==> config.mk <==
export PLATFORM = sky130hd
export DESIGN_NAME = cial_div
export DESIGN_NICKNAME = d
export VERILOG_FILES = /design/src/hdl/cial_pkg.sv /design/src/hdl/cial_div.sv
export SDC_FILE = /design/constraint.sdc
export NUM_CORES = 1
export LEC_CHECK = 0
export ABC_AREA = 1
export BUFFER_PORTS_ARGS = -buffer_cell sky130_fd_sc_hd__buf_2
export CAP_MARGIN = 20
export CORE_ASPECT_RATIO = 0.6
export CORE_MARGIN = 2
export CORE_UTILIZATION = 50
export CTS_CLUSTER_SIZE = 14
export DETAILED_ROUTE_END_ITERATION = 12
export MAX_ROUTING_LAYER = met4
export PLACE_DENSITY = 0.7
export SLEW_MARGIN = 10
export SYNTH_ARGS = -nofsm -noshare
export SYNTH_HDL_FRONTEND = slang
export SYNTH_SLANG_ARGS = --single-unit
==> constraint.sdc <==
create_clock -name clk -period 5.1 [get_ports clk]
set_input_delay 0.255 -clock clk [delete_from_list [all_inputs] [get_ports clk]]
set_output_delay 0.255 -clock clk [all_outputs]
set_load 0.02 [all_outputs]
==> src/hdl/cial_pkg.sv <==
`default_nettype none

package cial_pkg;

	localparam int MAX_INTERVALS_DEF = 64;

	localparam logic CMD_LOAD  = 1'b0;
	localparam logic CMD_QUERY = 1'b1;

	localparam logic signed [31:0] HEADING_MISS = 32'sh7FFF_FFFF;

	// last step of the polynomial sequence
	localparam logic [2:0] POLY_LAST = 3'd6;

	typedef struct packed {
		logic signed [31:0] start_pos;
		logic signed [31:0] end_pos;
		logic signed [31:0] start_curv;
		logic signed [63:0] slope;
		logic signed [47:0] start_angle;
	} entry_t;

	typedef enum logic [2:0] {
		MUL_SQ,
		MUL_C,
		MUL_M0,
		MUL_M1,
		MUL_M2,
		MUL_M3
	} mul_sel_t;

	typedef enum logic [2:0] {
		ACC_HOLD,
		ACC_INIT,
		ACC_SQ,
		ACC_ADD_C,
		ACC_ADD_M0,
		ACC_ADD_M1,
		ACC_ADD_M2,
		ACC_ADD_M3
	} acc_sel_t;

	typedef struct packed {
		logic     capture;
		logic     latch_entry;
		mul_sel_t mul_sel;
		acc_sel_t acc_sel;
		logic     a0_zero;
		logic     emit;
		logic     emit_found;
	} dp_cmd_t;

endpackage

`default_nettype wire

==> src/hdl/cial_div.sv <==
`default_nettype none

// Restoring divider: trunc((dy << 30) / dx), one quotient bit per cycle.
module cial_div
	import cial_pkg::*;
(
	input  wire logic               clk,
	input  wire logic               arst_n,
	input  wire logic               start,
	input  wire logic signed [32:0] dy,
	input  wire logic signed [32:0] dx,
	output logic                    busy,
	output logic signed [63:0]      quotient
);

	localparam logic [5:0] LAST_STEP = 6'd62;

	logic        busy_q;
	logic [5:0]  cnt_q;
	logic [31:0] rem_q;
	logic [62:0] num_q;
	logic [31:0] den_q;
	logic        neg_q;
	logic        zero_q;

	logic [32:0] dy_mag;
	logic [32:0] dx_mag;
	logic [32:0] trial;
	logic [32:0] diff;
	logic        ge;

	assign dy_mag = dy[32] ? -dy : dy;
	assign dx_mag = dx[32] ? -dx : dx;
	assign trial  = {rem_q, num_q[62]};
	assign diff   = trial - {1'b0, den_q};
	assign ge     = (trial >= {1'b0, den_q});

	always_ff @(posedge clk or negedge arst_n) begin
		if (!arst_n) begin
			busy_q <= 1'b0;
			cnt_q  <= '0;
		end else if (start) begin
			busy_q <= 1'b1;
			cnt_q  <= '0;
		end else if (busy_q) begin
			cnt_q <= cnt_q + 6'd1;
			if (cnt_q == LAST_STEP) begin
				busy_q <= 1'b0;
			end
		end
	end

	always_ff @(posedge clk) begin
		if (start) begin
			rem_q  <= '0;
			num_q  <= {1'b0, dy_mag[31:0], 30'b0};
			den_q  <= dx_mag[31:0];
			neg_q  <= dy[32] ^ dx[32];
			zero_q <= (dx == '0);
		end else if (busy_q) begin
			rem_q <= ge ? diff[31:0] : trial[31:0];
			num_q <= {num_q[61:0], ge};
		end
	end

	assign busy     = busy_q;
	assign quotient = zero_q ? 64'sd0 :
		(neg_q ? -$signed({1'b0, num_q}) : $signed({1'b0, num_q}));

endmodule

`default_nettype wire

==> impl_results.md <==
* Top Metal Used: met4
* Path depth of the worst reg2reg path at 12
* Maximum vdd drop at between 0.15 and 0.2 mV
* Outcome: complete, no violations
* First-pass GRT wire length at about 63,000 um
* Worst path max stage delay at ~1.1 ns
* Worst EP required at between 4 and 5 ns
* Post-synth cell types at 51
* Fin Setup TNS at 0 ns
* Core area at roughly 0.023 mm2
* Clock power frac at 0.376
* WHS Endpoint: den_q[25]$_DFFE_PP_
* Vias after detailed routing at between 10,000 and 15,000
* Top-count cell post-synth: nand2_1
* Final setup viols at 0
* Clock Tree Buf Depth at 2
* Cts hold-fix bufs at 2
* Antenna violations before repair at 2
* Share of cells above drive strength 1 at 0.119
* Nets at 2,119
* Met2 wire len at ~14,000 um
* Drc violations at 0
* Cts repair resizes at 0
* Remaining Overflow, GRT at 0
* Setup CP Type: reg2out
* 1st-iter DRT viols at approximately 1,500
* Leakage Power at roughly 6.9 nW
* Met3 WL post-DR at between 5000 and 6000 um
* Setup WS pre-CTS at roughly 2.3 ns
* P per Cell Area at around 250 mW/mm2
* Seq cells post-synth at roughly 140
* Worst Hold Class: in2reg
* Die Ht at ~120 um
* Synth Instances at approximately 1,900
* Post-synthesis cell area at 0.0119 mm2
* Post-CTS setup buffers at 0
* Net Sw Frac at 0.350
* H-tree depth at 4
* Slew Limit Fails at 0
* Largest area contributor in the netlist: nand2_1
* Final WS setup at 1.67 ns
* Finished Layout Cells at approximately 2,300
* First-pass DRT Iterations at 6
* Final HPWL DP at 33,300 um
* Worst R2R Start: den_q[19]$_DFFE_PP_
* Peak fanout along the critical path at 37
* Clk sink count at around 140
* Vias in the first global route at roughly 11,000
* Clk root buf: clkbuf_16
* Slowest CP cell: clkinv_1
* Routed WL at 42,100 um
* Measured slew at the worst slew-check pin at slightly above 1 ns
* Ys flop type: edfxtp_1
* Area grow syn2layout at 12.1%
* Min Tclk post-route at approximately 3.4 ns
* EDFF count, synth at 66
* M1 wire length at roughly 22,000 um
* I/O Buffers at 133
* Slew Limit Headroom at 0.322
* Setup crit start kind: flip-flop
* WHS at between 0.1 and 0.15 ns
* WL/cell at approximately 18 um
* R2r endpoint: rem_q[29]$_SDFFE_PP0P_
* Post-Place Cells at between 2,000 and 2,500
* Sequential Power Share at 0.378
* Synth top area cells: nand2_1 18%, edfxtp_1 17%, dfxtp_1 11%
* Syn_area_per_cell at between 6 and 7 um2
* GP Congestion at 1.04
* P_int at between 2 and 2.5 mW
* Post-layout util at 0.574
* Max cap viols at 0
* F_max at approximately 0.29 GHz
* Mapped Nets at between 2,000 and 2,500
* Worst-Skew Late Latency at around 0.45 ns
* Post-route total power at about 3.4 mW
* RSZ-0062 raised after global routing: no
* Cts bufs inserted at 17
* Slack of the worst reg-to-reg path at approximately 2.2 ns
* Register area share after synthesis at 0.287
* # rows at 43
* Final Skew at between 0.01 and 0.015 ns
* Placed inst area at ~0.013 mm2
* # IOs at 134
* Final Hold Viols at 0
* Critical Path AT at between 3 and 4 ns
* Post-synth ARST share at 0.0515
* Die Wd at 203 um
* Worst-path clk slew at ~0.06 ns
* CTS tree: built
* Period utilisation layout at 0.673
* GRT Overall Usage at 0.346
* Worst hold start: dx[25]
* Die ar. at about 0.025 mm2
* CP Cell Sequence: clkinv_1 -> o21ai_0 -> a21oi_1 -> buf_2
* Initial Util at 0.512
* Switching power total at around 1.2 mW
* CP endpoint kind: output port
* Post-route cell area at 0.0133 mm2
* Synth Warn # at 0
* Post-DR vias/cell at between 5 and 6
* Worst hold stages at 2
* Routed Antenna Nets at 0
* Comb pwr share at 0.246
* Post-synth top area share at 0.179
* Largest net degree at the start of global routing at 65
* Commonest cells in the netlist: 566 x nand2_1, 281 x inv_1, 231 x nor2_1
==> per-layer routing <==
layer	vias up	track usage
li1	6339	-
met1	5856	0.557
met2	676	0.390
met3	27	0.112
met4	0	0.0680
met5	-	-
==> power groups by stage <==
stage          clock network [mW]  registers, mW  logic, mW
4_1_cts                      1.27           1.27      0.804
3_5_place_dp                    0           1.29      0.799
2_1_floorplan                   0           1.27      0.544
3_3_place_gp                    0           1.29      0.796
5_1_grt                      1.32           1.28      0.906
6_report                     1.26           1.27      0.827
==> cell families (layout without fill, tap and decap cells) <==
logic type                 after synthesis  after routing  share of synthesized area
and+or+nand+nor                       1111           1111                      0.413
buffers and inverters                  342            465                      0.115
AOI/OAI and AO/OA                      220            220                      0.103
DFF                                    136            136                      0.287
xor gates and xnor gates                55             55                     0.0405
adders and majority gates               38             38                     0.0406
other                                    0              1                          0
==> critical path: cells and delay by family, from the launching register on <==
family,cells,cell delay [ns]
flops,1,1.02
buf+inv,2,1.27
compound gates,2,0.41
==> area by class of cell <==
cell class	count	area, um2
clock buffer	18	429
inverter	290	1090
antenna	1	2.50
clock inverter	14	148
sequential	136	3420
timing repair buffer	143	746
tap	315	394
fill	2346	9900
multi-input combinational	1424	7120
==> how the worst max path moves through the flow <==
stage                     startpoint                  end  slack (ns)  depth (start not counted)
CTS                 zero_q$_DFFE_PP_         quotient[37]        1.77                          4
floorplan             busy$_DFF_PN0_  num_q[30]$_DFFE_PP_        2.83                          3
global route        zero_q$_DFFE_PP_         quotient[35]        1.42                          4
global placement    zero_q$_DFFE_PP_         quotient[37]        2.33                          4
detailed placement  zero_q$_DFFE_PP_         quotient[37]        2.26                          4
finish              zero_q$_DFFE_PP_         quotient[37]        1.67                          4
==> sequential cells by signal, indices dropped and copies added, names as in the netlist <==
name,cells
busy,1
rem_q,32
num_q,63
den_q,32
cnt_q,6
zero_q,1
neg_q,1
==> layout by cell type, fill, tap and decap left out, types with 17 or more instances in the layout <==
master	Yosys	layout
xnor2_1	19	19
dfxtp_1	63	63
nand4_1	31	31
edfxtp_1	66	66
inv_1	281	280
nand3b_1	35	35
nor2_1	231	229
buf_2	5	133
nor3_1	53	53
nand3_1	136	136
nand2_1	566	566
o22ai_1	43	43
ha_1	37	37
a21oi_1	83	83
o21ai_0	67	67
clkbuf_16	0	17
xor2_1	36	36
(Power assumes the default switching activity.)
