--- src/hdl/cial_pkg.sv ---
`default_nettype none

package cial_pkg;

	localparam int MAX_INTERVALS_DEF = 64;

	localparam logic CMD_LOAD  = 1'b0;
	localparam logic CMD_QUERY = 1'b1;

	localparam logic signed [31:0] HEADING_MISS = 32'sh7FFF_FFFF;

	// last step of the polynomial sequence
	localparam logic [2:0] POLY_LAST = 3'd6;

	typedef struct packed {
		logic signed [31:0] start_pos;
		logic signed [31:0] end_pos;
		logic signed [31:0] start_curv;
		logic signed [63:0] slope;
		logic signed [47:0] start_angle;
	} entry_t;

	typedef enum logic [2:0] {
		MUL_SQ,
		MUL_C,
		MUL_M0,
		MUL_M1,
		MUL_M2,
		MUL_M3
	} mul_sel_t;

	typedef enum logic [2:0] {
		ACC_HOLD,
		ACC_INIT,
		ACC_SQ,
		ACC_ADD_C,
		ACC_ADD_M0,
		ACC_ADD_M1,
		ACC_ADD_M2,
		ACC_ADD_M3
	} acc_sel_t;

	typedef struct packed {
		logic     capture;
		logic     latch_entry;
		mul_sel_t mul_sel;
		acc_sel_t acc_sel;
		logic     a0_zero;
		logic     emit;
		logic     emit_found;
	} dp_cmd_t;

endpackage

`default_nettype wire

--- src/hdl/cial_dp.sv ---
`default_nettype none

module cial_dp
	import cial_pkg::*;
(
	input  wire logic               clk,
	input  wire dp_cmd_t            cmd_in,
	input  wire logic signed [31:0] position,
	input  wire logic signed [31:0] end_position,
	input  wire logic signed [31:0] start_curvature,
	input  wire logic signed [31:0] end_curvature,
	input  wire entry_t             rd_entry,
	input  wire logic signed [63:0] div_quotient,
	output logic signed [32:0]      div_dy,
	output logic signed [32:0]      div_dx,
	output entry_t                  wr_entry,
	output logic                    hit,
	output logic signed [31:0]      heading,
	output logic                    found
);

	logic signed [31:0] pos_q;
	logic signed [31:0] endp_q;
	logic signed [31:0] c0in_q;
	logic signed [31:0] c1in_q;

	logic               dneg_q;
	logic [31:0]        dm_q;
	logic               cneg_q;
	logic [31:0]        cmag_q;
	logic               mneg_q;
	logic [63:0]        mmag_q;
	logic signed [47:0] a0_q;

	logic [63:0]  sq_q;
	logic [63:0]  prod_q;
	logic [127:0] acc_q;

	logic signed [31:0] heading_q;
	logic               found_q;

	logic signed [32:0] d;
	logic [32:0]        d_mag;
	logic [63:0]        slope_mag;
	logic [31:0]        curv_mag;
	logic [31:0]        mul_a;
	logic [31:0]        mul_b;
	logic [127:0]       addend;
	logic               sub;
	logic               add_en;
	logic [47:0]        sat48;
	logic [31:0]        sat32;

	assign div_dx = {endp_q[31], endp_q} - {pos_q[31], pos_q};
	assign div_dy = {c1in_q[31], c1in_q} - {c0in_q[31], c0in_q};

	assign hit = (pos_q >= rd_entry.start_pos) && (pos_q <= rd_entry.end_pos);

	assign d         = {pos_q[31], pos_q} - {rd_entry.start_pos[31], rd_entry.start_pos};
	assign d_mag     = d[32] ? -d : d;
	assign slope_mag = rd_entry.slope[63] ? -rd_entry.slope : rd_entry.slope;
	assign curv_mag  = rd_entry.start_curv[31] ? -rd_entry.start_curv : rd_entry.start_curv;

	always_comb begin
		case (cmd_in.mul_sel)
			MUL_SQ: begin
				mul_a = dm_q;
				mul_b = dm_q;
			end
			MUL_C: begin
				mul_a = cmag_q;
				mul_b = dm_q;
			end
			MUL_M0: begin
				mul_a = mmag_q[31:0];
				mul_b = sq_q[31:0];
			end
			MUL_M1: begin
				mul_a = mmag_q[31:0];
				mul_b = sq_q[63:32];
			end
			MUL_M2: begin
				mul_a = mmag_q[63:32];
				mul_b = sq_q[31:0];
			end
			MUL_M3: begin
				mul_a = mmag_q[63:32];
				mul_b = sq_q[63:32];
			end
			default: begin
				mul_a = '0;
				mul_b = '0;
			end
		endcase
	end

	// partial products are summed at 77 fraction bits, sign applied per term
	always_comb begin
		addend = {64'b0, prod_q};
		sub    = mneg_q;
		add_en = 1'b1;
		case (cmd_in.acc_sel)
			ACC_ADD_C: begin
				addend = {64'b0, prod_q} << 31;
				sub    = cneg_q ^ dneg_q;
			end
			ACC_ADD_M0: addend = {64'b0, prod_q};
			ACC_ADD_M1: addend = {64'b0, prod_q} << 32;
			ACC_ADD_M2: addend = {64'b0, prod_q} << 32;
			ACC_ADD_M3: addend = {64'b0, prod_q} << 64;
			default: add_en = 1'b0;
		endcase
	end

	// value is acc >>> 49; saturate on the upper bits
	always_comb begin
		if ((&acc_q[127:96]) || !(|acc_q[127:96])) begin
			sat48 = acc_q[96:49];
		end else begin
			sat48 = acc_q[127] ? {1'b1, 47'b0} : {1'b0, {47{1'b1}}};
		end
		if ((&acc_q[127:80]) || !(|acc_q[127:80])) begin
			sat32 = acc_q[80:49];
		end else begin
			sat32 = acc_q[127] ? {1'b1, 31'b0} : {1'b0, {31{1'b1}}};
		end
	end

	always_ff @(posedge clk) begin
		if (cmd_in.capture) begin
			pos_q  <= position;
			endp_q <= end_position;
			c0in_q <= start_curvature;
			c1in_q <= end_curvature;
		end
		if (cmd_in.latch_entry) begin
			dneg_q <= d[32];
			dm_q   <= d_mag[31:0];
			cneg_q <= rd_entry.start_curv[31];
			cmag_q <= curv_mag;
			mneg_q <= rd_entry.slope[63];
			mmag_q <= slope_mag;
			a0_q   <= rd_entry.start_angle;
		end
		prod_q <= mul_a * mul_b;
		if (cmd_in.acc_sel == ACC_INIT) begin
			acc_q <= {{31{a0_q[47]}}, a0_q, 49'b0};
		end else if (add_en) begin
			acc_q <= sub ? (acc_q - addend) : (acc_q + addend);
		end
		if (cmd_in.acc_sel == ACC_SQ) begin
			sq_q <= prod_q;
		end
		if (cmd_in.emit) begin
			heading_q <= cmd_in.emit_found ? $signed(sat32) : HEADING_MISS;
			found_q   <= cmd_in.emit_found;
		end
	end

	always_comb begin
		wr_entry.start_pos   = pos_q;
		wr_entry.end_pos     = endp_q;
		wr_entry.start_curv  = c0in_q;
		wr_entry.slope       = div_quotient;
		wr_entry.start_angle = cmd_in.a0_zero ? 48'sd0 : $signed(sat48);
	end

	assign heading = heading_q;
	assign found   = found_q;

endmodule

`default_nettype wire

--- config.mk ---
export PLATFORM = sky130hd
export DESIGN_NAME = cial_dp
export DESIGN_NICKNAME = d
export VERILOG_FILES = /design/src/hdl/cial_pkg.sv /design/src/hdl/cial_dp.sv
export SDC_FILE = /design/constraint.sdc
export NUM_CORES = 2
export LEC_CHECK = 0
export BUFFER_PORTS_ARGS = -buffer_cell sky130_fd_sc_hd__buf_4
export CORE_MARGIN = 4
export CORE_UTILIZATION = 30
export DETAILED_ROUTE_END_ITERATION = 6
export PLACE_DENSITY = 0.51
export SLEW_MARGIN = 20
export SYNTH_ARGS = -nofsm -noshare
export SYNTH_HDL_FRONTEND = slang
export SYNTH_SLANG_ARGS = --single-unit
--- constraint.sdc ---
create_clock -name clk -period 10.6 [get_ports clk]
set_input_delay 1.06 -clock clk [delete_from_list [all_inputs] [get_ports clk]]
set_output_delay 1.06 -clock clk [all_outputs]
set_load 0.01 [all_outputs]
==> results.sh <==
export IMPL_skew_ps=56.8
export IMPL_die_area_um2=259000
export IMPL_path_buf_inv=12
export IMPL_crit_type="input pin to register"
export IMPL_ctsResizeCount=0
export IMPL_ys_seq_elements=596
export IMPL_drive_gt1_share_pct=12.1
export IMPL_dieWidth_um=509
export IMPL_wl_per_cell_um=24.7
export IMPL_grt_pass1_vias=66500
export IMPL_holdPathStages=2
export IMPL_synth_nets=10300
export IMPL_avgSynthCellArea_um2=8.90
export IMPL_worstHoldEndpoint="acc_q[6]$_SDFFE_PP0P_"
export IMPL_synth_flop_cell="edfxtp_1"
export IMPL_cts_root_buf="clkbuf_16"
export IMPL_netlist_top_cells_area="fa_1 24%, edfxtp_1 19%, ha_1 8.7%"
export IMPL_viasPerCell=5.27
export IMPL_syn_inst=8459
export IMPL_h_tree_depth=3
export IMPL_drc=0
export IMPL_cts_tree="done"
export IMPL_rr_startpoint="dm_q[10]$_DFFE_PP_"
export IMPL_place_hpwl_um=248000
export IMPL_hp_class="register to register"
export IMPL_wirelength_um=302000
export IMPL_postCtsSetupRepairBufs=0
export IMPL_max_stage_delay_ps=590
export IMPL_cts_hold_fix_buffers=0
export IMPL_reg2reg_slack_ps=1320
export IMPL_grt_ovfl_total=0
export IMPL_slowest_stage="fa_1"
export IMPL_finalHoldViolCount=0
export IMPL_finalNonFillerCells=12200
export IMPL_crit_family="adder cells"
export IMPL_dpl_cell_count=12100
export IMPL_setup_ws_ps=886
export IMPL_setup_violations_final=0
export IMPL_core_area_um2=249000
export IMPL_synth_top_area_share_pct=23.9
export IMPL_grt_max_degree=104
export IMPL_period_needed_ps=9710
export IMPL_grt_pass1_wl_um=445000
export IMPL_finalSetupTns_ps=0
export IMPL_clockBufferDepth=3
export IMPL_final_nets=10700
export IMPL_pre_cts_ws_ps=286
export IMPL_maxSlewViolCount=0
export IMPL_worstMarginPinSlew_ps=1240
export IMPL_fmax_mhz=103
export IMPL_ios=720
export IMPL_globalplace_congestion=0.930
export IMPL_antenna_found_initial=21
export IMPL_relSlewSlack_pct=17.0
export IMPL_end_kind="register"
export IMPL_cts_sinks=596
export IMPL_drtIter0Drc=5544
export IMPL_portBuffers=591
export IMPL_final_antenna_net_count=0
export IMPL_synth_edf_count=483
export IMPL_dr_pass1_iters=7
export IMPL_synth_async_sr_flop_share_pct=0
export IMPL_clk_latency_ps=720
export IMPL_cts_reportedPaths_clkPinSlew_ps=60
export IMPL_fin_crit_sh_pct=91.6
export IMPL_syn2layout_area_growth_pct=14.8
export IMPL_synth_top_cell_by_area="fa_1"
export IMPL_numCtsBuffers=72
export IMPL_grt_setup_unrepaired="false"
export IMPL_r2r_end="prod_q[59]$_DFF_P_"
export IMPL_hold_worst_slack_ps=464
export IMPL_required_ps=11170
export IMPL_hold_start="acc_q[6]$_SDFFE_PP0P_"
export IMPL_die_h_um=509
export IMPL_synth_cell_types=86
export IMPL_start_util_pct=30.2
export IMPL_std_cell_rows=183
export IMPL_syn_area_um2=75300
export IMPL_yosysSeqAreaShare_pct=22.3
export IMPL_cp_max_fo=24
export IMPL_grt_total_usage_pct=23.0
export IMPL_vias=64600
export IMPL_arrival_ps=10280
export IMPL_ys_warn_count=0
export IMPL_cp_common_cell="fa_1"
export IMPL_maxCapViolations=0
export IMPL_reg2reg_depth=34
export IMPL_outcome="finished, final reports clean"
export IMPL_startpoint_type="input pin"
-- cell families after synthesis --
| kind of cell | synth area share, % |
|---|---|
| flops | 22.3 |
| xor+xnor | 5.51 |
| simple gates | 14.9 |
| buf+inv | 8.28 |
| compound gates | 15.0 |
| fa+ha+maj | 32.6 |
| mux | 1.42 |
-- tightest hold or removal path, stage by stage (launching register included) --
cell and delay [ps]:
dfxtp_1 330, nand2_1 50, o21ai_0 60
-- state kept, by name, summed over array words and instances, names as in the netlist, 32 cells and up --
register / count
endp_q: 32
acc_q: 128
mmag_q: 64
heading: 32
prod_q: 64
a0_q: 48
cmag_q: 32
sq_q: 64
c1in_q: 32
dm_q: 32
pos_q: 32
c0in_q: 32
-- routing by layer --
layer	GRT usage [%]	wire length [um]	up-vias
li1	-	-	29100
met3	3.75	21700	474
met4	9.90	15200	2
met2	38.3	142000	2620
met5	0	13	-
met1	29.5	123000	32400
-- cells in the final DEF (no fill, tap or decap), types with 330 or more instances in the layout --
cell	instances
buf_4	809
inv_1	1073
nand2_1	900
fa_1	900
edfxtp_1	483
a21oi_1	407
o21ai_0	427
nor2_1	901
xnor2_1	330
ha_1	523
-- how the worst max path moves through the flow --
stage	start	slack, ps	cells after the start	end
after detailed placement	cmd_in[6]	290	33	prod_q[59]$_DFF_P_
final	cmd_in[6]	890	36	prod_q[59]$_DFF_P_
after CTS	cmd_in[6]	1050	33	prod_q[59]$_DFF_P_
after global routing	cmd_in[6]	580	33	prod_q[61]$_DFF_P_
after floorplan	cmd_in[6]	820	31	prod_q[61]$_DFF_P_
after global placement	cmd_in[6]	280	29	prod_q[61]$_DFF_P_
-- cells in the mapped netlist, drive strengths merged, types with 34 or more instances --
cell and count:
nor3 76, xor2 144, nor2b 43, fa 900, nor4 47, and3 51, mux2i 81, ha 523
dfxtp 113, o21ai 467, or3 55, a21o 191, o21a 133, nand4 110, xnor2 330, nor2 902
nand2b 57, nand2 901, a21oi 414, o21bai 46, nand3 106, edfxtp 483, and2 34, inv 1074
a31oi 48, nand3b 42, a22o 58, a221oi 34, buf 103, clkbuf 413, o31ai 63
-- metrics by stage --
| stage | utilization (%) | cell area, um2 |
|---|---|---|
| 6_report | 34.7 | 86400 |
| 5_1_grt | 34.7 | 86400 |
| 4_1_cts | 34.7 | 86400 |
| 3_5_place_dp | 33.7 | 84000 |
| 3_3_place_gp | 33.7 | 83900 |
| 2_1_floorplan | - | 75300 |
-- area by class of cell --
type	instances	area [um2]
antenna	10	25.0
clock buffer	91	1900
clock inverter	38	489
fill	25900	163000
inverter	1074	4030
multi-input combinational	6273	52500
sequential	596	16800
tap	3330	4170
timing repair buffer	835	6580
Power is left out: the tool's default activity adds up to more than one toggle a clock period on the data nets, which glitch-free logic cannot reach.
