$ cat config.mk
export PLATFORM = sky130hd
export DESIGN_NAME = cial_ram
export DESIGN_NICKNAME = d
export VERILOG_FILES = /design/src/hdl/cial_ram.sv
export SDC_FILE = /design/constraint.sdc
export NUM_CORES = 1
export LEC_CHECK = 0
export BUFFER_PORTS_ARGS = -buffer_cell sky130_fd_sc_hd__buf_4
export CORE_MARGIN = 3
export CORE_UTILIZATION = 46
export DETAILED_ROUTE_END_ITERATION = 16
export PLACE_DENSITY = 0.7
export SYNTH_ARGS = -nofsm -noshare
export SYNTH_HDL_FRONTEND = slang
export SYNTH_SLANG_ARGS = --single-unit
$ cat constraint.sdc
create_clock -name clk -period 3.9 [get_ports clk]
set_clock_uncertainty 0.15 [all_clocks]
set_input_delay 0.195 -clock clk [delete_from_list [all_inputs] [get_ports clk]]
set_output_delay 0.195 -clock clk [all_outputs]
set_load 0.01 [all_outputs]
$ cat src/hdl/cial_ram.sv
`default_nettype none

module cial_ram #(
	parameter int WIDTH = 8,
	parameter int DEPTH = 64,
	localparam int AW = (DEPTH > 1) ? $clog2(DEPTH) : 1
) (
	input  wire logic             clk,
	input  wire logic             we,
	input  wire logic [AW-1:0]    waddr,
	input  wire logic [WIDTH-1:0] wdata,
	input  wire logic [AW-1:0]    raddr,
	output logic      [WIDTH-1:0] rdata
);

	logic [WIDTH-1:0] mem [DEPTH];

	always_ff @(posedge clk) begin
		if (we) begin
			mem[waddr] <= wdata;
		end
		rdata <= mem[raddr];
	end

endmodule

`default_nettype wire

==> results of run 1 <==
-- per-stage QoR --
stage          instances  instance area (um^2)
2_1_floorplan        940                 20200
3_3_place_gp        1513                 20900
3_5_place_dp        1513                 20900
4_1_cts             1607                 22600
5_1_grt             1607                 22600
6_report            1607                 22600
-- state kept, by name, summed over array words and instances (netlist names) --
name and count:
rdata 8, mem 512
-- metal layers --
| layer | part of all wire | track usage | vias up |
|---|---|---|---|
| met3 | 0.089 | 0.0446 | 71 |
| met2 | 0.47 | 0.282 | 399 |
| met1 | 0.42 | 0.273 | 4990 |
| li1 | - | - | 4020 |
| met5 | 0.00064 | 0 | - |
| met4 | 0.020 | 0.0432 | 4 |
-- power groups by stage --
| stage | Combinational (mW) | Sequential (mW) | Clock, mW |
|---|---|---|---|
| after floorplan | 0.330 | 6.32 | 0 |
| after global placement | 0.552 | 6.32 | 0 |
| after detailed placement | 0.565 | 6.32 | 0 |
| after CTS | 0.569 | 6.20 | 4.90 |
| after global routing | 0.602 | 6.21 | 5.15 |
| final | 0.563 | 6.21 | 4.82 |
-- worst paths after layout --
kind	startpoint	to	slack (ps)	cells past startpoint
worst max register to register	mem[29][4]	rdata[4]	1530	5
worst min-delay path	wdata[2]	mem[21][2]	40	1
worst min register to register	mem[30][6]	rdata[6]	730	3
worst max-delay path	waddr[1]	mem[7][4]	1330	4
-- critical path, cell delays in order --
cell and delay (ps):
dlygate4sd3_1 540, buf_4 190, nand4_1 650, nor2_1 1030
-- cells in the mapped netlist, types with 2 or more instances --
library cell / count / area [um^2]
o21ai_1: 2 / 10.0
o2111ai_1: 3 / 26.3
nor2_1: 83 / 312
mux2i_1: 23 / 230
o2bb2ai_1: 3 / 26.3
dfxtp_1: 8 / 160
a22oi_1: 3 / 22.5
o21a_1: 2 / 15.0
o221a_2: 2 / 22.5
mux2_2: 13 / 146
nor3_1: 7 / 35.0
nand2b_1: 7 / 43.8
o21ai_0: 2 / 10.0
a221oi_1: 6 / 52.6
buf_1: 4 / 15.0
buf_12: 2 / 40.0
nor2b_1: 14 / 87.6
nand2_1: 19 / 71.3
edfxtp_1: 512 / 15400
o22ai_1: 8 / 50.1
nand4_1: 2 / 12.5
o32ai_1: 2 / 17.5
a211oi_1: 4 / 30.0
o221ai_1: 8 / 70.1
o41ai_1: 2 / 17.5
buf_4: 13 / 97.6
nor4_1: 2 / 12.5
mux4_2: 126 / 2840
clkbuf_1: 17 / 63.8
nand3_1: 13 / 65.1
buf_2: 11 / 55.1
buf_6: 4 / 45.0
a2111oi_0: 2 / 17.5
a21oi_1: 3 / 15.0
nand3b_1: 3 / 22.5
-- cell families (layout without fill, tap and decap cells) --
logic type / count (synthesis) / after routing
AOI/OAI and AO/OA: 54 / 54
buffers and inverters: 51 / 133
DFF: 520 / 520
muxes: 162 / 162
and+or+nand+nor: 153 / 153
-- final cells by class --
cell class                 count  area [um^2]  area share
timing repair buffer          43          364      0.0161
clock inverter                26          274      0.0121
sequential                   520        15500       0.688
tap                          585          732      0.0324
multi-input combinational    369         4330       0.192
clock buffer                  64         1360      0.0600
-- timing repair --
| item | in CTS | in global routing |
|---|---|---|
| endpoints found under the hold margin | 23 | 0 |
| buffers inserted | 0 | 0 |
| hold buffers | 4 | 0 |
==> run summary, run 1 <==
Clk sinks: 520
Switching pwr: 2.35 mW
Critical Path RT: 3930 ps
Commonest non-fill, non-tap cell in the layout: edfxtp_1
Post-synthesis sequential area ratio: 0.770
Diodes inserted: 0
Asr flop ratio synth: 0
Nets: 1006
Netlist cell types: 40
First-pass iteration count of the detailed router: 5
Clock Power Share: 0.416
Post-DP HPWL: 24700 um
Final ANT Viol Nets: 0
Comb power frac: 0.049
Post-cts repair resize count: 0
Post-synth EDFFs: 512
Core area: 43200 um^2
Worst Path Max Fanout: 10
XOR/XNOR Fraction of Synth Area: 0
Main synth FF type: edfxtp_1
Area added between synthesis and finish: 12.0%
CTS tree: built
Clock buffer depth: 3
Int Pwr: 9.24 mW
Min Tclk post-route: 2570 ps
Startpoint types: input port
Register share of total power: 0.535
Die Y: 215 um
Period utilization: 0.659
Starting DRT DRC Count: 925
Maximum vdd drop: 0.000422 V
Mux cell area share after synthesis: 0.159
DRC violation count after routing: 0
H-tree depth: 2
Die Wd: 215 um
Global-route usage over all layers: 0.184
GP Congestion: 0.813
Max Fclk: 389 MHz
Via/cell ratio: 5.90
Cells after Synth: 940
Final Util: 0.523
Clk root buf: clkbuf_16
Dpl ws: 907 ps
Number of global-route vias before repair: 9639
PD cells: 513 nW/um^2
Fillers: 3337
Compound-cell area share of the yosys netlist: 0.0207
Final number of setup-violating endpoints: 0
Average size of a mapped cell: 21.5 um^2
Final WL: 42300 um
Largest family of logic cells by synthesized area: multiplexers
Number of cell rows: 76
Starting Density: 0.467
Routed WL per cell: 26.3 um
IO buf count: 29
CP Capture Type: flop
Critical path class: in2reg
Worst Path Arrival: 2600 ps
Simple-Gate Fraction of Synth Area: 0.0339
Worst slew pin tran: 988 ps
Reg clk slew, reported paths: 60 ps
Yosys Warn Count: 0
Post-Synth Adder-Cell Area: 0
First-pass GRT wire length: 64000 um
Layout cell share with drive strength beyond 1: 0.245
Die area: 46400 um^2
Switching Share: 0.202
Most frequent cells in the layout: edfxtp_1 (512), mux4_2 (126), nor2_1 (83)
Tot Pwr: 11.6 mW
Largest net degree at the start of global routing: 65
Initial antenna violation count: 2
Post-Route Setup TNS: 0 ps
Mapped Nets: 962
Num CTS Buffers: 50
Clock Latency Late Sink: 570 ps
Yosys reg bits: 520
Max-cap viol count: 0
Grt total ovfl: 0
Slew HR: 0.339
Hold_ws: 38.0 ps
Slew Limit Fails: 0
Leakage power: 6.96 nW
PnR worst setup slack: 1330 ps
Outcome: finished clean
Worst hold path class: in2reg
Unrepaired setup endpoints after global routing: false
Hold Fails Final Rpt: 0
Area of the mapped netlist: 20200 um^2
# IOs: 30
Vias: 9484
Power figures use the tool's default switching activity.
==> run 2, diff against run 1 <==
- ABC_AREA: not set -> 1
- PLACE_DENSITY: 0.7 -> 0.73
- clock period: 3.9 -> 2.2 ns (I/O delays scaled with it)
==> run 2 against run 1 <==
  * Setup slack got worse by 1200 ps
  * Critical path type unchanged
  * Non-clock buffer count is 102 higher
  * Critical path depth increased by 5
==> run summary, run 2 <==
Detail Route met3 WL: 5070 um (was 3780 um)
First-pass iteration count of the detailed router: 6 (was 5)
Largest regs: mem: 512 flops, rdata: 8 flops (unchanged)
Comb power frac: 0.066 (was 0.049)
Largest net degree at the start of global routing: 78 (was 65)
Starting DRT DRC Count: 1943 (was 925)
Num CTS Buffers: 50 (unchanged)
Most instantiated library cell after synthesis: nand2_1 (was edfxtp_1)
Number of global-route vias before repair: 14200 (was 9639)
Final WL: 54200 um (was 42300 um)
Final cell count without fillers: 2525 (was 1607)
Post-DP Area: 22500 um^2 (was 20900 um^2)
Top sig layer: met5 (unchanged)
Netlist cell types: 16 (was 40)
Post-route cell area: 24200 um^2 (was 22600 um^2)
Average size of a mapped cell: 11.8 um^2 (was 21.5 um^2)
Dpl ws: 336 ps (was 907 ps)
Layout cell share with drive strength beyond 1: 0.106 (was 0.245)
Max-cap viol count: 0 (unchanged)
Die Y: 221 um (was 215 um)
Area added between synthesis and finish: 13.6% (was 12.0%)
Slew HR: 0.430 (was 0.339)
Synth area leader: edfxtp_1 (unchanged)
Leakage power: 8.85 nW (was 6.96 nW)
Post-cts repair resize count: 0 (unchanged)
Int Pwr: 16.3 mW (was 9.24 mW)
Starting Density: 0.468 (was 0.467)
Max Fclk: 487 MHz
Clock buffer depth: 3 (unchanged)
Worst hold path class: in2reg (unchanged)
Clk sinks: 520 (unchanged)
Vias: 14500 (was 9484)
GP Congestion: 0.873 (was 0.813)
Die area: 49000 um^2 (was 46400 um^2)
Most frequent cells in the layout: nand2_1 (648), edfxtp_1 (512), nand3_1 (439) (was edfxtp_1 (512), mux4_2 (126), nor2_1 (83))
Reg with most FFs: mem (unchanged)
Critical Path RT: 2520 ps (was 3930 ps)
Worst Path Max Fanout: 33 (was 10)
DRC violation count after routing: 0 (unchanged)
Post-Route Setup TNS: 0 ps (unchanged)
CP Capture Type: flop (unchanged)
First-pass GRT wire length: 83100 um (was 64000 um)
Largest cells by area after synthesis: edfxtp_1 (72%), nand2_1 (11%), nand3_1 (10%) (was edfxtp_1 (76%), mux4_2 (14%), nor2_1 (1.5%))
Register share of total power: 0.528 (was 0.535)
Post-synthesis sequential area ratio: 0.728 (was 0.770)
Startpoint types: input port (unchanged)
# IOs: 30 (unchanged)
Switching Share: 0.218 (was 0.202)
Core area: 45600 um^2 (was 43200 um^2)
Slew Limit Fails: 0 (unchanged)
Yosys reg bits: 520 (unchanged)
Wl on met1: 21200 um (was 17700 um)
Final number of setup-violating endpoints: 0 (unchanged)
Via/cell ratio: 5.73 (was 5.90)
Final ANT Viol Nets: 0 (unchanged)
Post-synth EDFFs: 512 (unchanged)
Clk root buf: clkbuf_16 (unchanged)
Critical path class: in2reg (unchanged)
Number of cell rows: 78 (was 76)
Commonest non-fill, non-tap cell in the layout: nand2_1 (was edfxtp_1)
Yosys top cell area share: 0.720 (was 0.762)
Diodes inserted: 0 (unchanged)
Switching pwr: 4.56 mW (was 2.35 mW)
PD cells: 861 nW/um^2 (was 513 nW/um^2)
H-tree depth: 2 (unchanged)
Placed cell count: 2423 (was 1513)
Die Wd: 221 um (was 215 um)
Clock Power Share: 0.407 (was 0.416)
Largest stage delay on the critical path: 550 ps (was 1030 ps)
PnR worst setup slack: 148 ps (was 1330 ps)
Nets: 1911 (was 1006)
Worst slew pin tran: 855 ps (was 988 ps)
Global-route usage over all layers: 0.217 (was 0.184)
Initial antenna violation count: 1 (was 2)
Asr flop ratio synth: 0 (unchanged)
Mapped Nets: 1827 (was 962)
Reg clk slew, reported paths: 60 ps (about the same)
Grt total ovfl: 0 (unchanged)
Main synth FF type: edfxtp_1 (unchanged)
Worst path cell trace: dlygate4sd3_1 > buf_4 > inv_1 > buf_4 > nand2_1 > nand3_1 > nand3_1 > dlygate4sd3_1 > nand2_1 (was dlygate4sd3_1 > buf_4 > nand4_1 > nor2_1)
Worst Path Arrival: 2370 ps (was 2600 ps)
CP max-delay cell: dlygate4sd3_1 (was nor2_1)
Period utilization: 0.933
Routed met2 length: 25800 um (was 20000 um)
Post-synth top cells: nand2_1 (648), edfxtp_1 (512), nand3_1 (439) (was edfxtp_1 (512), mux4_2 (126), nor2_1 (83))
Yosys Warn Count: 0 (unchanged)
Area of the mapped netlist: 21300 um^2 (was 20200 um^2)
Hold Fails Final Rpt: 0 (unchanged)
Maximum vdd drop: 0.000579 V (was 0.000422 V)
Outcome: finished clean (unchanged)
Routed WL per cell: 21.5 um (was 26.3 um)
Cells after Synth: 1805 (was 940)
IO buf count: 29 (unchanged)
Post-DP HPWL: 32600 um (was 24700 um)
Max FFs per register: 512 (unchanged)
CTS tree: built (unchanged)
Clock Latency Late Sink: 570 ps (about the same)
Min Tclk post-route: 2050 ps
Unrepaired setup endpoints after global routing: false (unchanged)
[run 2: per-layer routing]
metal / GRT usage / vias up
met2: 0.357 / 798
li1: - / 6504
met5: 0 / -
met1: 0.289 / 7023
met4: 0.0856 / 2
met3: 0.0389 / 148
[run 2: worst paths after layout]
check | from | endpoint | slack (ps) | depth (start not counted)
setup reg to reg | mem[39][3] | rdata[3] | 250 | 9
hold / removal | wdata[2] | mem[22][2] | 30 | 1
setup / recovery | raddr[3] | rdata[3] | 150 | 9
hold reg to reg | mem[8][5] | rdata[5] | 700 | 8
[run 2: repair_timing]
| action | CTS | global route |
|---|---|---|
| setup buffers | 0 | 0 |
| endpoints found under the hold margin | 261 | 0 |
| hold buffers | 14 | 0 |
[run 2: cells by family after synthesis]
| kind of cell | after synthesis | synth area share |
|---|---|---|
| buffers and inverters | 125 | 0.0402 |
| flip-flops | 520 | 0.728 |
| AND/OR/NAND/NOR | 1160 | 0.232 |
[run 2: cell type report]
cell class | instances | area, um^2
fillers | 3717 | 21300
flip-flops and latches | 520 | 15500
multi-input cells | 1160 | 4950
clock buffers | 59 | 1360
repair buffers | 145 | 1340
well taps | 600 | 751
clock inverters | 29 | 256
inverters | 12 | 52.6
[run 2: per-stage QoR]
step / hold slack [ps] / power [mW] / utilization
3_5_place_dp: 301 / 12.5 / 0.493
6_report: 33.1 / 20.9 / 0.532
4_1_cts: 37.3 / 20.9 / 0.532
3_3_place_gp: 291 / 12.5 / 0.493
5_1_grt: 55.5 / 21.4 / 0.532
2_1_floorplan: 58.9 / 12.0 / -
[run 2: power groups by stage]
| stage | sequential (mW) | clock, mW | combinational, mW |
|---|---|---|---|
| floorplan | 11.2 | 0 | 0.771 |
| global placement | 11.2 | 0 | 1.30 |
| detailed placement | 11.2 | 0 | 1.33 |
| CTS | 11.0 | 8.58 | 1.36 |
| global route | 11.0 | 8.96 | 1.48 |
| finish | 11.0 | 8.49 | 1.37 |
[run 2: critical path, delay by kind of cell]
family | cells | cell delay, ps
buf+inv | 5 | 1780
simple gates | 4 | 430
==> run 3, diff against run 2 <==
- RECOVER_POWER: not set -> 25
- SLEW_MARGIN: not set -> 30
==> run 3 against run 2 <==
  * Flip-flop and latch count unchanged
  * Count of clock-buffer cells in the layout unchanged
  * Power about the same
  * Via count about the same
  * Highest routed layer unchanged
  * Global-route usage unchanged
  * Critical path depth unchanged
  * Sequential power about the same
  * Non-clock buffer count unchanged
  * The flow now finishes with violations (max-capacitance violations, max-slew violations)
  * First-iteration DRC count decreased by 0.93%
==> run summary, run 3 (synthesis results as in run 2) <==
Outcome: complete, but fails checks (was finished clean)
Failing checks: max-capacitance violations, max-slew violations
Vias: 14500 (about the same)
Starting Density: 0.468 (unchanged)
# IOs: 30 (unchanged)
Min Tclk post-route: 2060 ps (was 2050 ps)
Via/cell ratio: 5.73 (about the same)
Num CTS Buffers: 50 (unchanged)
Most frequent cells in the layout: nand2_1 (648), edfxtp_1 (512), nand3_1 (439) (unchanged)
Placed cell count: 2423 (unchanged)
First-pass iteration count of the detailed router: 6 (unchanged)
Number of cell rows: 78 (unchanged)
Comb power frac: 0.065 (was 0.066)
Nets: 1911 (unchanged)
Number of hold buffers added after cts: 14 (unchanged)
Layout cell share with drive strength beyond 1: 0.105 (was 0.106)
Final ANT Viol Nets: 0 (unchanged)
Clock Power Share: 0.407 (about the same)
IO buf count: 29 (unchanged)
Core area: 45600 um^2 (unchanged)
Clock buffer depth: 3 (unchanged)
Largest net degree at the start of global routing: 78 (unchanged)
Die area: 49000 um^2 (unchanged)
Setup bufs post-CTS: 0 (unchanged)
Diodes inserted: 0 (unchanged)
Final number of setup-violating endpoints: 0 (unchanged)
Final WL: 54300 um (was 54200 um)
PD cells: 862 nW/um^2 (was 861 nW/um^2)
Largest regs: mem: 512 flops, rdata: 8 flops (unchanged)
Grt total ovfl: 0 (unchanged)
Startpoint types: input port (unchanged)
Maximum vdd drop: 0.000584 V (was 0.000579 V)
Starting DRT DRC Count: 1925 (was 1943)
Unrepaired setup endpoints after global routing: false (unchanged)
Critical Path Start: raddr[3] (unchanged)
First-pass GRT wire length: 83100 um (unchanged)
Die Wd: 221 um (unchanged)
CP Capture Type: flop (unchanged)
Final Util: 0.531 (was 0.532)
Global-route usage over all layers: 0.217 (unchanged)
Slew Limit Fails: 195 (was 0)
Worst slew pin tran: 1650 ps (was 855 ps)
Initial antenna violation count: 1 (unchanged)
Max-cap viol count: 3 (was 0)
Fillers: 3721 (was 3717)
DRC violation count after routing: 0 (unchanged)
Worst Path Arrival: 2380 ps (was 2370 ps)
Reg clk slew, reported paths: 60 ps (about the same)
Post-Route Setup TNS: 0 ps (unchanged)
Commonest non-fill, non-tap cell in the layout: nand2_1 (unchanged)
Die Y: 221 um (unchanged)
Worst Path Max Fanout: 33 (unchanged)
Int Pwr: 16.3 mW (about the same)
Max FFs per register: 512 (unchanged)
Register share of total power: 0.528 (about the same)
Worst hold path class: in2reg (unchanged)
Post-DP HPWL: 32600 um (unchanged)
Final cell count without fillers: 2525 (unchanged)
Routed WL per cell: 21.5 um (about the same)
Switching Share: 0.219 (was 0.218)
Critical Path RT: 2520 ps (about the same)
Clk sinks: 520 (unchanged)
Period utilization: 0.936 (was 0.933)
Switching pwr: 4.56 mW (about the same)
Max Fclk: 486 MHz (was 487 MHz)
Slew HR: -0.102 (was 0.430)
Area added between synthesis and finish: 13.4% (was 13.6%)
PnR worst setup slack: 141 ps (was 148 ps)
Post-DP Area: 22500 um^2 (unchanged)
Reg with most FFs: mem (unchanged)
Reg-to-reg startpoint: mem[39][3] (unchanged)
Critical path class: in2reg (unchanged)
Post-route cell area: 24200 um^2 (about the same)
H-tree depth: 2 (unchanged)
CTS tree: built (unchanged)
Clk root buf: clkbuf_16 (unchanged)
Clock Latency Late Sink: 570 ps (about the same)
Dpl ws: 336 ps (unchanged)
Post-cts repair resize count: 0 (unchanged)
Hold Fails Final Rpt: 0 (unchanged)
GP Congestion: 0.873 (unchanged)
Hold Path Origin: raddr[2] (was wdata[2])
Leakage power: 8.83 nW (was 8.85 nW)
Number of global-route vias before repair: 14200 (unchanged)
run 3: layer usage:
layer  routed length (um)  GRT usage  up-vias  share of wire
li1                     -          -     6500              -
met1                21100      0.289     6996           0.39
met2                25700      0.357      837           0.47
met3                 5290     0.0389      141          0.097
met4                 2130     0.0856        2          0.039
met5                   11          0        -        0.00020
run 3: through the flow:
step | total power, mW | hold WS, ps
after detailed placement | 12.5 | 301
after global placement | 12.5 | 291
after CTS | 20.9 | 37.3
after global routing | 21.4 | 109
after floorplan | 12.0 | 58.9
final | 20.9 | 68.9
run 3: path summary, 6_finish.rpt:
kind	endpoint	slack, ps	cells after the start
setup / recovery	rdata[3]	140	9
hold / removal	rdata[7]	70	7
setup reg to reg	rdata[3]	260	9
hold reg to reg	rdata[5]	700	8
run 3: cell type report:
type	instances	area, um^2	share of cell area
tap	600	751	0.0310
timing repair buffer	145	1310	0.0540
clock inverter	29	256	0.0106
sequential	520	15500	0.642
inverter	12	52.6	0.00217
clock buffer	59	1360	0.0561
multi-input combinational	1160	4950	0.204
run 3: power by group through the flow:
stage / Combinational [mW] / Sequential (mW) / Clock [mW]
2_1_floorplan: 0.771 / 11.2 / 0
3_5_place_dp: 1.33 / 11.2 / 0
4_1_cts: 1.36 / 11.0 / 8.58
5_1_grt: 1.47 / 11.0 / 8.96
6_report: 1.36 / 11.0 / 8.49
3_3_place_gp: 1.30 / 11.2 / 0
run 3: worst max-delay path, stage by stage:
cell	delay, ps
dlygate4sd3_1	520
buf_4	370
inv_1	80
buf_4	260
nand2_1	120
nand3_1	140
nand3_1	130
dlygate4sd3_1	550
nand2_1	40
